## src/rtl/core/stw_pkg.sv

```systemverilog
`timescale 1ns / 1ps
// Shared types, constants and helpers for the stereo tremolo block.
// No dependencies; every other file of the block but stw_if uses this package.
package stw_pkg;

  // Q1.15 unity and related constants
  localparam logic [16:0] Q15_ONE          = 17'd32768;
  localparam logic [15:0] Q15_SAT          = 16'd32768;
  localparam logic [20:0] PHASE_STEP_RESET = 21'd48695;
  localparam logic [31:0] SEED_RESET       = 32'h9e37_79ba;
  localparam logic [18:0] SMOOTH_COEF      = 19'd33;

  // Frame queue between the front and back parts
  localparam int unsigned QDEPTH  = 2;
  localparam int unsigned QPTR_W  = $clog2(QDEPTH);
  localparam int unsigned QCNT_W  = $clog2(QDEPTH + 1);

  // Register indexes on the configuration port
  typedef enum logic [1:0] {
    REG_PHASE_STEP  = 2'd0,
    REG_DEPTH       = 2'd1,
    REG_DRIFT_DEPTH = 2'd2
  } reg_idx_t;

  // Configuration register set
  typedef struct packed {
    logic [20:0] phase_step;
    logic [15:0] depth;
    logic [15:0] drift_depth;
  } cfg_t;

  // Queued frame with its drift class
  typedef struct packed {
    logic signed [15:0] left;
    logic signed [15:0] right;
    logic               drift;
  } frame_t;

  // Clip a Q1.15 register value to full scale
  function automatic logic [15:0] sat_q15(input logic [15:0] v);
    return (v > Q15_SAT) ? Q15_SAT : v;
  endfunction

  // One xorshift32 step, shifts 13, 17, 5
  function automatic logic [31:0] xorshift32(input logic [31:0] s);
    logic [31:0] x;
    x = s;
    x = x ^ (x << 13);
    x = x ^ (x >> 17);
    x = x ^ (x << 5);
    return x;
  endfunction

endpackage

```

## src/rtl/core/stw_if.sv

```systemverilog
`timescale 1ns / 1ps
// Valid/ready channels for stereo frames into and out of the block.
// Depends on nothing but the language; used by the top level and its parts.
interface stw_in_if;
  logic               valid;
  logic               ready;
  logic signed [15:0] left_in;
  logic signed [15:0] right_in;

  modport source (output valid, left_in, right_in, input ready);
  modport sink   (input valid, left_in, right_in, output ready);
endinterface

interface stw_out_if;
  logic               valid;
  logic               ready;
  logic signed [15:0] left_out;
  logic signed [15:0] right_out;

  modport source (output valid, left_out, right_out, input ready);
  modport sink   (input valid, left_out, right_out, output ready);
endinterface

```

## src/rtl/core/stw_front.sv

```systemverilog
`timescale 1ns / 1ps
// Front part: takes frame requests, tags them with the drift class and
// queues them for the back part. Depends on stw_pkg and stw_if.
module stw_front (
  input  logic                clk,
  input  logic                rst,
  stw_in_if.sink              in_frame,
  input  stw_pkg::cfg_t       cfg,
  input  logic                pop,
  output logic                q_valid,
  output stw_pkg::frame_t     q_data
);

  stw_pkg::frame_t                   queue [stw_pkg::QDEPTH];
  logic [stw_pkg::QPTR_W-1:0]        wr_ptr;
  logic [stw_pkg::QPTR_W-1:0]        rd_ptr;
  logic [stw_pkg::QCNT_W-1:0]        count;
  logic                              push;
  logic                              pop_ok;

  // Accept while a slot is free
  assign in_frame.ready = (count != stw_pkg::QCNT_W'(stw_pkg::QDEPTH));
  assign push           = in_frame.valid && in_frame.ready;
  assign pop_ok         = pop && q_valid;
  assign q_valid        = (count != '0);
  assign q_data         = queue[rd_ptr];

  // Store the frame with its class
  always_ff @(posedge clk) begin
    if (push) begin
      queue[wr_ptr] <= '{left:  in_frame.left_in,
                         right: in_frame.right_in,
                         drift: (stw_pkg::sat_q15(cfg.drift_depth) != '0)};
    end
  end

  // Advance pointers and fill count
  always_ff @(posedge clk) begin
    if (rst) begin
      wr_ptr <= '0;
      rd_ptr <= '0;
      count  <= '0;
    end else begin
      if (push) begin
        wr_ptr <= (wr_ptr == stw_pkg::QPTR_W'(stw_pkg::QDEPTH - 1)) ? '0 : wr_ptr + 1'b1;
      end
      if (pop_ok) begin
        rd_ptr <= (rd_ptr == stw_pkg::QPTR_W'(stw_pkg::QDEPTH - 1)) ? '0 : rd_ptr + 1'b1;
      end
      if (push && !pop_ok) begin
        count <= count + 1'b1;
      end else if (pop_ok && !push) begin
        count <= count - 1'b1;
      end
    end
  end

  a_count_bound: assert property (@(posedge clk) disable iff (rst)
    count <= stw_pkg::QCNT_W'(stw_pkg::QDEPTH))
    else $error("frame queue count out of range");

  a_count_hold: assert property (@(posedge clk) disable iff (rst)
    (push && pop_ok) |=> $stable(count))
    else $error("simultaneous push and pop changed queue count");

endmodule

```

## src/rtl/core/stw_back.sv

```systemverilog
`timescale 1ns / 1ps
// Back part: advances the LFO and drift state and scales each frame through
// one shared multiplier. Depends on stw_pkg and stw_if.
module stw_back (
  input  logic               clk,
  input  logic               rst,
  input  stw_pkg::cfg_t      cfg,
  input  logic               q_valid,
  input  stw_pkg::frame_t    q_data,
  output logic               pop,
  stw_out_if.source          out_frame
);

  typedef enum logic [2:0] {
    ST_LOAD, ST_SMOOTH, ST_DRIFT, ST_GAIN, ST_LEFT, ST_RIGHT, ST_DONE
  } state_t;

  state_t              state;
  logic [31:0]         lfo_phase;
  logic signed [23:0]  wander;
  logic [31:0]         noise_seed;

  logic signed [15:0]  l_r;
  logic signed [15:0]  r_r;
  logic                drift_r;
  logic [16:0]         tri_r;
  logic [24:0]         diff_r;
  logic [16:0]         g_r;
  logic [15:0]         left_res;
  logic signed [43:0]  prod;
  logic                out_valid;
  logic [15:0]         out_left;
  logic [15:0]         out_right;

  logic [31:0]         phase_next;
  logic [15:0]         u;
  logic [15:0]         a_abs;
  logic [16:0]         tri_calc;
  logic [31:0]         seed_next;
  logic [24:0]         noise_ext;
  logic [24:0]         diff_calc;
  logic [24:0]         w_sum;
  logic [23:0]         w_new;
  logic [18:0]         tri_sum;
  logic [16:0]         tri_c;
  logic [17:0]         tsum;
  logic [16:0]         g_calc;
  logic [15:0]         dep;
  logic [15:0]         drf;
  logic signed [24:0]  mul_a;
  logic signed [18:0]  mul_b;
  logic                mul_en;
  logic                out_free;

  assign dep      = stw_pkg::sat_q15(cfg.depth);
  assign drf      = stw_pkg::sat_q15(cfg.drift_depth);
  assign pop      = (state == ST_LOAD) && q_valid;
  assign out_free = !out_valid || out_frame.ready;

  // Phase and triangle
  always_comb begin
    phase_next = lfo_phase + {11'd0, cfg.phase_step};
    u          = phase_next[31:16];
    a_abs      = u[15] ? {1'b0, u[14:0]} : 16'(stw_pkg::Q15_ONE - {1'b0, u});
    tri_calc   = {a_abs, 1'b0} - stw_pkg::Q15_ONE;
  end

  // Noise and smoother input
  always_comb begin
    seed_next = stw_pkg::xorshift32(noise_seed);
    noise_ext = {{2{~seed_next[31]}}, ~seed_next[31], seed_next[30:9]};
    diff_calc = noise_ext - {wander[23], wander};
  end

  // Wander update, drift add with clamp, gain
  always_comb begin
    w_sum   = {wander[23], wander} + prod[39:15];
    w_new   = w_sum[23:0];
    tri_sum = {{2{tri_r[16]}}, tri_r} + prod[40:22];
    priority if (drift_r && ($signed(tri_sum) > 19'sd32768)) begin
      tri_c = stw_pkg::Q15_ONE;
    end else if (drift_r && ($signed(tri_sum) < -19'sd32768)) begin
      tri_c = 17'(-19'sd32768);
    end else if (drift_r) begin
      tri_c = tri_sum[16:0];
    end else begin
      tri_c = tri_r;
    end
    tsum   = {tri_c[16], tri_c} + {1'b0, stw_pkg::Q15_ONE};
    g_calc = stw_pkg::Q15_ONE - {1'b0, prod[31:16]};
  end

  // Select operands of the shared multiplier
  always_comb begin
    mul_a  = '0;
    mul_b  = '0;
    mul_en = 1'b1;
    unique case (state)
      ST_SMOOTH: begin
        mul_a = $signed(diff_r);
        mul_b = $signed(stw_pkg::SMOOTH_COEF);
      end
      ST_DRIFT: begin
        mul_a = $signed({w_new[23], w_new});
        mul_b = $signed({3'd0, drf});
      end
      ST_GAIN: begin
        mul_a = $signed({7'd0, tsum});
        mul_b = $signed({3'd0, dep});
      end
      ST_LEFT: begin
        mul_a = $signed({{9{l_r[15]}}, l_r});
        mul_b = $signed({2'd0, g_calc});
      end
      ST_RIGHT: begin
        mul_a = $signed({{9{r_r[15]}}, r_r});
        mul_b = $signed({2'd0, g_r});
      end
      ST_LOAD, ST_DONE: begin
        mul_en = 1'b0;
      end
      default: begin
        mul_en = 1'b0;
      end
    endcase
  end

  // Hold the product for the next step
  always_ff @(posedge clk) begin
    if (mul_en) begin
      prod <= mul_a * mul_b;
    end
  end

  // Sequencer, LFO state and result register
  always_ff @(posedge clk) begin
    if (rst) begin
      state      <= ST_LOAD;
      lfo_phase  <= '0;
      wander     <= '0;
      noise_seed <= stw_pkg::SEED_RESET;
      out_valid  <= 1'b0;
    end else begin
      // Drop a taken result; the done step reloads the register itself
      if (out_valid && out_frame.ready && (state != ST_DONE)) begin
        out_valid <= 1'b0;
      end
      unique case (state)
        ST_LOAD: begin
          if (q_valid) begin
            l_r       <= q_data.left;
            r_r       <= q_data.right;
            drift_r   <= q_data.drift;
            lfo_phase <= phase_next;
            tri_r     <= tri_calc;
            if (q_data.drift) begin
              noise_seed <= seed_next;
              diff_r     <= diff_calc;
              state      <= ST_SMOOTH;
            end else begin
              state <= ST_GAIN;
            end
          end
        end
        ST_SMOOTH: begin
          state <= ST_DRIFT;
        end
        ST_DRIFT: begin
          wander <= w_new;
          state  <= ST_GAIN;
        end
        ST_GAIN: begin
          state <= ST_LEFT;
        end
        ST_LEFT: begin
          g_r   <= g_calc;
          state <= ST_RIGHT;
        end
        ST_RIGHT: begin
          left_res <= prod[30:15];
          state    <= ST_DONE;
        end
        ST_DONE: begin
          if (out_free) begin
            out_left  <= left_res;
            out_right <= prod[30:15];
            out_valid <= 1'b1;
            state     <= ST_LOAD;
          end
        end
        default: begin
          state <= ST_LOAD;
        end
      endcase
    end
  end

  assign out_frame.valid     = out_valid;
  assign out_frame.left_out  = $signed(out_left);
  assign out_frame.right_out = $signed(out_right);

  a_gain_range: assert property (@(posedge clk) disable iff (rst)
    (state == ST_LEFT) |-> (g_calc <= stw_pkg::Q15_ONE))
    else $error("tremolo gain above unity");

  a_wander_range: assert property (@(posedge clk) disable iff (rst)
    ($signed(wander) <= 24'sd4194304) && ($signed(wander) >= -24'sd4194304))
    else $error("smoothed noise out of range");

  a_drift_hold: assert property (@(posedge clk) disable iff (rst)
    (state == ST_LOAD && q_valid && !q_data.drift) |=>
      ($stable(wander) && $stable(noise_seed)))
    else $error("drift state moved with drift off");

endmodule

```

## src/rtl/core/stereo_tremolo_with_drift.sv

```systemverilog
`timescale 1ns / 1ps
// Stereo tremolo with random drift: APB registers, frame queue, back part.
// Sequence per frame: load, gain, left, right, done; with drift on, smooth and drift follow load.
// The back part takes the next frame only once done has passed on the last one; done waits for out ready.
// A 2-entry queue takes requests while the back part works.
// Reset (rst, synchronous) restores register defaults, LFO phase, noise seed and wander.
module stereo_tremolo_with_drift (
  input  logic         clk,
  input  logic         rst,
  input  logic         psel,
  input  logic         penable,
  input  logic         pwrite,
  input  logic [3:0]   paddr,
  input  logic [31:0]  pwdata,
  output logic [31:0]  prdata,
  output logic         pready,
  stw_in_if.sink       in_frame,
  stw_out_if.source    out_frame
);

  stw_pkg::cfg_t      cfg;
  stw_pkg::frame_t    q_data;
  stw_pkg::reg_idx_t  reg_idx;
  logic               q_valid;
  logic               pop;
  logic               wr_en;

  assign pready  = 1'b1;
  assign reg_idx = stw_pkg::reg_idx_t'(paddr[3:2]);
  assign wr_en   = psel && penable && pwrite && pready;

  // Register writes
  always_ff @(posedge clk) begin
    if (rst) begin
      cfg.phase_step  <= stw_pkg::PHASE_STEP_RESET;
      cfg.depth       <= '0;
      cfg.drift_depth <= '0;
    end else if (wr_en) begin
      case (reg_idx)
        stw_pkg::REG_PHASE_STEP:  cfg.phase_step  <= pwdata[20:0];
        stw_pkg::REG_DEPTH:       cfg.depth       <= pwdata[15:0];
        stw_pkg::REG_DRIFT_DEPTH: cfg.drift_depth <= pwdata[15:0];
        default: begin
        end
      endcase
    end
  end

  // Register reads
  always_comb begin
    case (reg_idx)
      stw_pkg::REG_PHASE_STEP:  prdata = {11'd0, cfg.phase_step};
      stw_pkg::REG_DEPTH:       prdata = {16'd0, cfg.depth};
      stw_pkg::REG_DRIFT_DEPTH: prdata = {16'd0, cfg.drift_depth};
      default:                  prdata = '0;
    endcase
  end

  stw_front u_front (
    .clk      (clk),
    .rst      (rst),
    .in_frame (in_frame),
    .cfg      (cfg),
    .pop      (pop),
    .q_valid  (q_valid),
    .q_data   (q_data)
  );

  stw_back u_back (
    .clk       (clk),
    .rst       (rst),
    .cfg       (cfg),
    .q_valid   (q_valid),
    .q_data    (q_data),
    .pop       (pop),
    .out_frame (out_frame)
  );

endmodule

```

## src/flat_wrapper.sv

```systemverilog
// flat-port wrapper written by rule: the top's interface ports become plain ports
module stereo_tremolo_with_drift_flat 
  (clk, rst, psel, penable, pwrite, paddr, pwdata, prdata, pready, in_frame_valid, in_frame_left_in, in_frame_right_in, in_frame_ready, out_frame_valid, out_frame_left_out, out_frame_right_out, out_frame_ready);
  stw_in_if in_frame_i ();
  stw_out_if out_frame_i ();
  input  logic clk;
  input  logic rst;
  input  logic psel;
  input  logic penable;
  input  logic pwrite;
  input  logic [3:0] paddr;
  input  logic [31:0] pwdata;
  output logic [31:0] prdata;
  output logic pready;
  input wire logic [$bits(in_frame_i.valid)-1:0] in_frame_valid;
  input wire logic [$bits(in_frame_i.left_in)-1:0] in_frame_left_in;
  input wire logic [$bits(in_frame_i.right_in)-1:0] in_frame_right_in;
  output wire logic [$bits(in_frame_i.ready)-1:0] in_frame_ready;
  output wire logic [$bits(out_frame_i.valid)-1:0] out_frame_valid;
  output wire logic [$bits(out_frame_i.left_out)-1:0] out_frame_left_out;
  output wire logic [$bits(out_frame_i.right_out)-1:0] out_frame_right_out;
  input wire logic [$bits(out_frame_i.ready)-1:0] out_frame_ready;
  assign in_frame_i.valid = in_frame_valid;
  assign in_frame_i.left_in = in_frame_left_in;
  assign in_frame_i.right_in = in_frame_right_in;
  assign in_frame_ready = in_frame_i.ready;
  assign out_frame_valid = out_frame_i.valid;
  assign out_frame_left_out = out_frame_i.left_out;
  assign out_frame_right_out = out_frame_i.right_out;
  assign out_frame_i.ready = out_frame_ready;
  stereo_tremolo_with_drift u_core (.clk(clk), .rst(rst), .psel(psel), .penable(penable), .pwrite(pwrite), .paddr(paddr), .pwdata(pwdata), .prdata(prdata), .pready(pready), .in_frame(in_frame_i), .out_frame(out_frame_i));
endmodule
```

## config.mk

```make
export PLATFORM = sky130hd
export DESIGN_NAME = stereo_tremolo_with_drift_flat
export DESIGN_NICKNAME = d
export VERILOG_FILES = /design/src/rtl/core/stw_pkg.sv /design/src/rtl/core/stw_if.sv /design/src/rtl/core/stw_front.sv /design/src/rtl/core/stw_back.sv /design/src/rtl/core/stereo_tremolo_with_drift.sv /design/src/flat_wrapper.sv
export SDC_FILE = /design/constraint.sdc
export NUM_CORES = 2
export LEC_CHECK = 0
export BUFFER_PORTS_ARGS = -buffer_cell sky130_fd_sc_hd__clkbuf_2
export CAP_MARGIN = 40
export CORE_MARGIN = 10
export CORE_UTILIZATION = 58
export DETAILED_ROUTE_END_ITERATION = 8
export PLACE_DENSITY = 0.79
export SLEW_MARGIN = 30
export SYNTH_ARGS = -nofsm -noshare
export SYNTH_HDL_FRONTEND = slang
export SYNTH_HIERARCHICAL = 1
export SYNTH_SLANG_ARGS = --single-unit
```

## constraint.sdc

```tcl
create_clock -name clk -period 11.5 [get_ports clk]
set_clock_uncertainty 0.15 [all_clocks]
set_input_delay 1.15 -clock clk [delete_from_list [all_inputs] [get_ports clk]]
set_output_delay 1.15 -clock clk [all_outputs]
set_load 0.01 [all_outputs]
```

==> results list <==
- For this run, the number of Yosys warnings is 6.
- The die is 265 um tall.
* Post-Synthesis Cells: 3,608
- Cell repeated most along the worst path: fa_1
* Power density of the placed cells: 231 nW/um^2
* Number of antenna violations at the first check in global routing: 2
- TritonCTS created 39 clock buffers.
* Clock root buffer master: clkbuf_16
* Run status: completed
- For the pin with the worst max-slew slack, the measured transition is 0.873 ns.
- The congestion estimate from routability-driven global placement came to 0.961.
* Router iterations before antenna repair: 7
- Multiplexer area fraction after synthesis: 3.40%
- Global-route wire length before repair: 149,000 um
* Insertion delay to the later sink of the worst-skew pair: 0.60 ns
- Overall via count from detail_route: 27.0k
* Endpoint of the lowest-slack register-to-register path: u_core/u_back/prod[33]
- Setup TNS: 0 ns
- Total chip power: 8.73 mW
- The synthesized netlist devotes 5.22% of its cell area to XOR and XNOR gates.
- The placed instances occupy a cell area of 36,300 um^2.
- The HPWL after detailed placement is 72,100 um.
- Clock-pin slew was measured on the worst setup and hold paths at 0.07 ns.
* Congestion Overflow GR: 0
* Path depth of the worst reg2reg path: 38
* Clock tree from TritonCTS: done
* Chip width: 265 um
* Initial cell density of the core: 58.8%
- The area growth from synthesis to layout is 8.62%.
* Hold/Removal Path Class: flop to flop
- Post-route clock period utilization: 95.6%
- In the final design database the tool counted 4,383 nets.
- Counting flops and latches in the post-synthesis netlist gives 381.
- Main combinational cell family by area after synthesis: adder cells
- Port buffering added 116 buffers.
* Required arrival time at the worst endpoint: 11.68 ns
- EDFF count, synth: 231
- Slowest cell on the critical path: or4_1
- Synth cell types: 80
- Highest ir drop seen on vdd: 169 uV
- Pre-CTS setup slack: 0.133 ns
- Worst hold path endpoint: u_core/u_back/out_frame.left_out[0]
- Number of global-route vias before repair: 26.8k
- STA classifies the critical path endpoint as a flop.
- The die covers 70,100 um^2.
* Via count normalized by instance count: 5.97
* Number of slew-limit violations in the final report: 0
- Asr flop ratio synth: 0%
- Number of clock sinks: 381
- Counting instances, the worst hold path has a depth of 0.
* Number of maximum-capacitance constraint violations: 0
- In this run the static leakage power is 16.4 nW.
* Final setup violation count: 0
* Total of fill cells in the finished design: 4,692
* Reg-to-reg setup timing slack: 0.51 ns
* Biggest fanout along the worst timing path: 15
- Measured on the finished design, the core utilization comes to 63.8%.
* Post-synth design cell area: 34,700 um^2
- Entering global routing, the biggest net connects 103 pins.
- The largest single stage delay on the critical path is 0.54 ns.
- Startpoint type of the worst setup path: flop
* Floorplan Core Area: 59,100 um^2
- Register area share after synthesis: 28.6%
- Summing all flip-flop and latch instances after layout gives 9940 um^2.
- Non-filler instance count after layout: 4,520
- For this design, the CTS-stage hold fixing added 0 buffers.
- The final count of hold timing violations is 0.
* Highest clock frequency the design can meet: 91.0 MHz
- Global routing used 26.9% of the available tracks across all layers.
- Beginning of the worst register-to-register path: u_core/u_back/tri_r[1]
* Synth Flop Type: edfxtp_1
- The initialized floorplan defines 89 standard-cell rows.
- Number of remaining DRC errors: 0
- Summing the areas of all compound-gate instances in the mapped netlist gives 9.46% of the synthesized area.
- Cell total after placement: 4,438
- Launch instance of the worst min-delay path: u_core/u_back/left_res[0]
- Level count of the clock H-tree: 2
* Final design area excluding fillers: 37,700 um^2
- For this block, the routed nets add up to 95,000 um of wire.
- Hold WS: 0.235 ns
* Wire length per cell after detailed routing: 21.0 um
- STA puts the critical path data arrival time at 11.18 ns.
* Crit path time final: 10.99 ns
* Worst setup margin: 0.507 ns
- Post-Synthesis Mean Instance Area: 9.63 um^2
- Final ANT Viol Nets: 0
- In the final layout, the multi-input gates occupy 22,300 um^2.
- Simple-gate share of the synthesized area: 15.4%
- Share of layout cells above drive strength 1: 9.42%
- Setup repair after global routing left no endpoint under its margin.
- The longest clock path from root to sink contains 3 buffers.
- 1st-iter DRT viols: 2,852
- In this run the tightest slew margin relative to its limit is 41.8%.
- The setup path with the least slack is of type flop to flop.
- Synth Area in Adders: 30.1%
- During I/O placement, the number of pins put on the boundary was 142.
## cell families after synthesis
group,Yosys count
buffers and inverters,678
DFF,381
adders and majority gates,593
xor gates and xnor gates,204
other,2
and+or+nand+nor,1140
AOI/OAI and AO/OA,496
muxes,114
## worst max-delay path by stage
stage                           start                      to  slack (ns)  cells past startpoint
5_1_grt        u_core/u_back/tri_r[1]  u_core/u_back/prod[33]        0.02                     35
6_report       u_core/u_back/tri_r[1]  u_core/u_back/prod[33]        0.51                     38
3_3_place_gp   u_core/u_back/prod[24]  u_core/u_back/prod[33]        0.27                     37
4_1_cts        u_core/u_back/prod[24]  u_core/u_back/prod[33]        0.05                     37
3_5_place_dp   u_core/u_back/prod[24]  u_core/u_back/prod[33]        0.13                     37
2_1_floorplan  u_core/u_back/prod[23]  u_core/u_back/prod[40]        0.81                     32
## cells in the mapped netlist (23+ instances only)
master	number	area (um^2)
mux2i_1	81	811
xor2_1	68	596
nand2b_1	84	526
and2_1	46	288
o21ai_0	89	445
clkbuf_1	98	368
fa_1	406	8130
dfxtp_1	150	3000
edfxtp_1	231	6940
nand3_1	105	526
nor3_1	75	375
nand2_1	383	1440
nor2b_1	40	250
a21oi_1	151	756
ha_1	187	2340
nor2_1	272	1020
mux2_2	33	372
a211oi_1	27	203
inv_1	521	1960
a21o_1	35	263
buf_2	23	115
xnor2_1	134	1170
and3_1	35	219
## area by class of cell
| cell class | instances | area share, % |
|---|---|---|
| Clock inverter | 16 | 0.537 |
| Clock buffer | 56 | 2.84 |
| Antenna cell | 1 | 0.00663 |
| Inverter | 522 | 5.19 |
| Sequential cell | 381 | 26.3 |
| Timing Repair Buffer | 212 | 3.52 |
| Tap cell | 773 | 2.56 |
| Multi-Input combinational cell | 2559 | 59.0 |
## critical path: cells and delay by family (launching register included)
family	cells	cell delay (ns)
and+or+nand+nor	8	2.44
DFF	1	0.43
adders and majority gates	9	3.64
xor gates and xnor gates	2	0.26
AOI/OAI and AO/OA	10	2.48
buffers and inverters	9	1.32
## sequential cells by signal, indices dropped and copies added, names as in the netlist, 17 cells and up, named ones only
signal                    flops
u_core/cfg                   53
u_core/u_back/diff_r         25
u_core/u_back/g_r            17
u_core/u_back/lfo_phase      32
u_core/u_back/noise_seed     32
u_core/u_back/prod           26
u_core/u_back/wander         24
u_core/u_front/queue         66
## power by group
part / internal, mW / switching, mW
combinational: 1.91 / 3.31
clock: 0.726 / 0.572
sequential: 1.94 / 0.265
total: 4.58 / 4.15
## layout by cell type, fill, tap and decap left out, types with 116 or more instances in the layout
cell      Yosys  routed
a21oi_1     151     148
fa_1        406     406
nand2_1     383     383
dfxtp_1     150     150
xnor2_1     134     133
inv_1       521     521
nor2_1      272     271
edfxtp_1    231     231
clkbuf_2      0     116
ha_1        187     187
## repair_timing
item                                   in CTS  in global routing
setup buffers                               0                  5
setup endpoints to repair                   0                 14
endpoints found under the hold margin       0                  0
resized for setup                           0                 12
## metal layers
layer  global-route usage [%]  wire [um]  vias up
li1                         -          -    12100
met3                     5.15      10100      285
met4                     12.1       4590        2
met5                        0         10        -
met2                     42.7      43500     1437
met1                     35.5      36900    13200
Note: power is estimated with default switching activity, not from simulation.
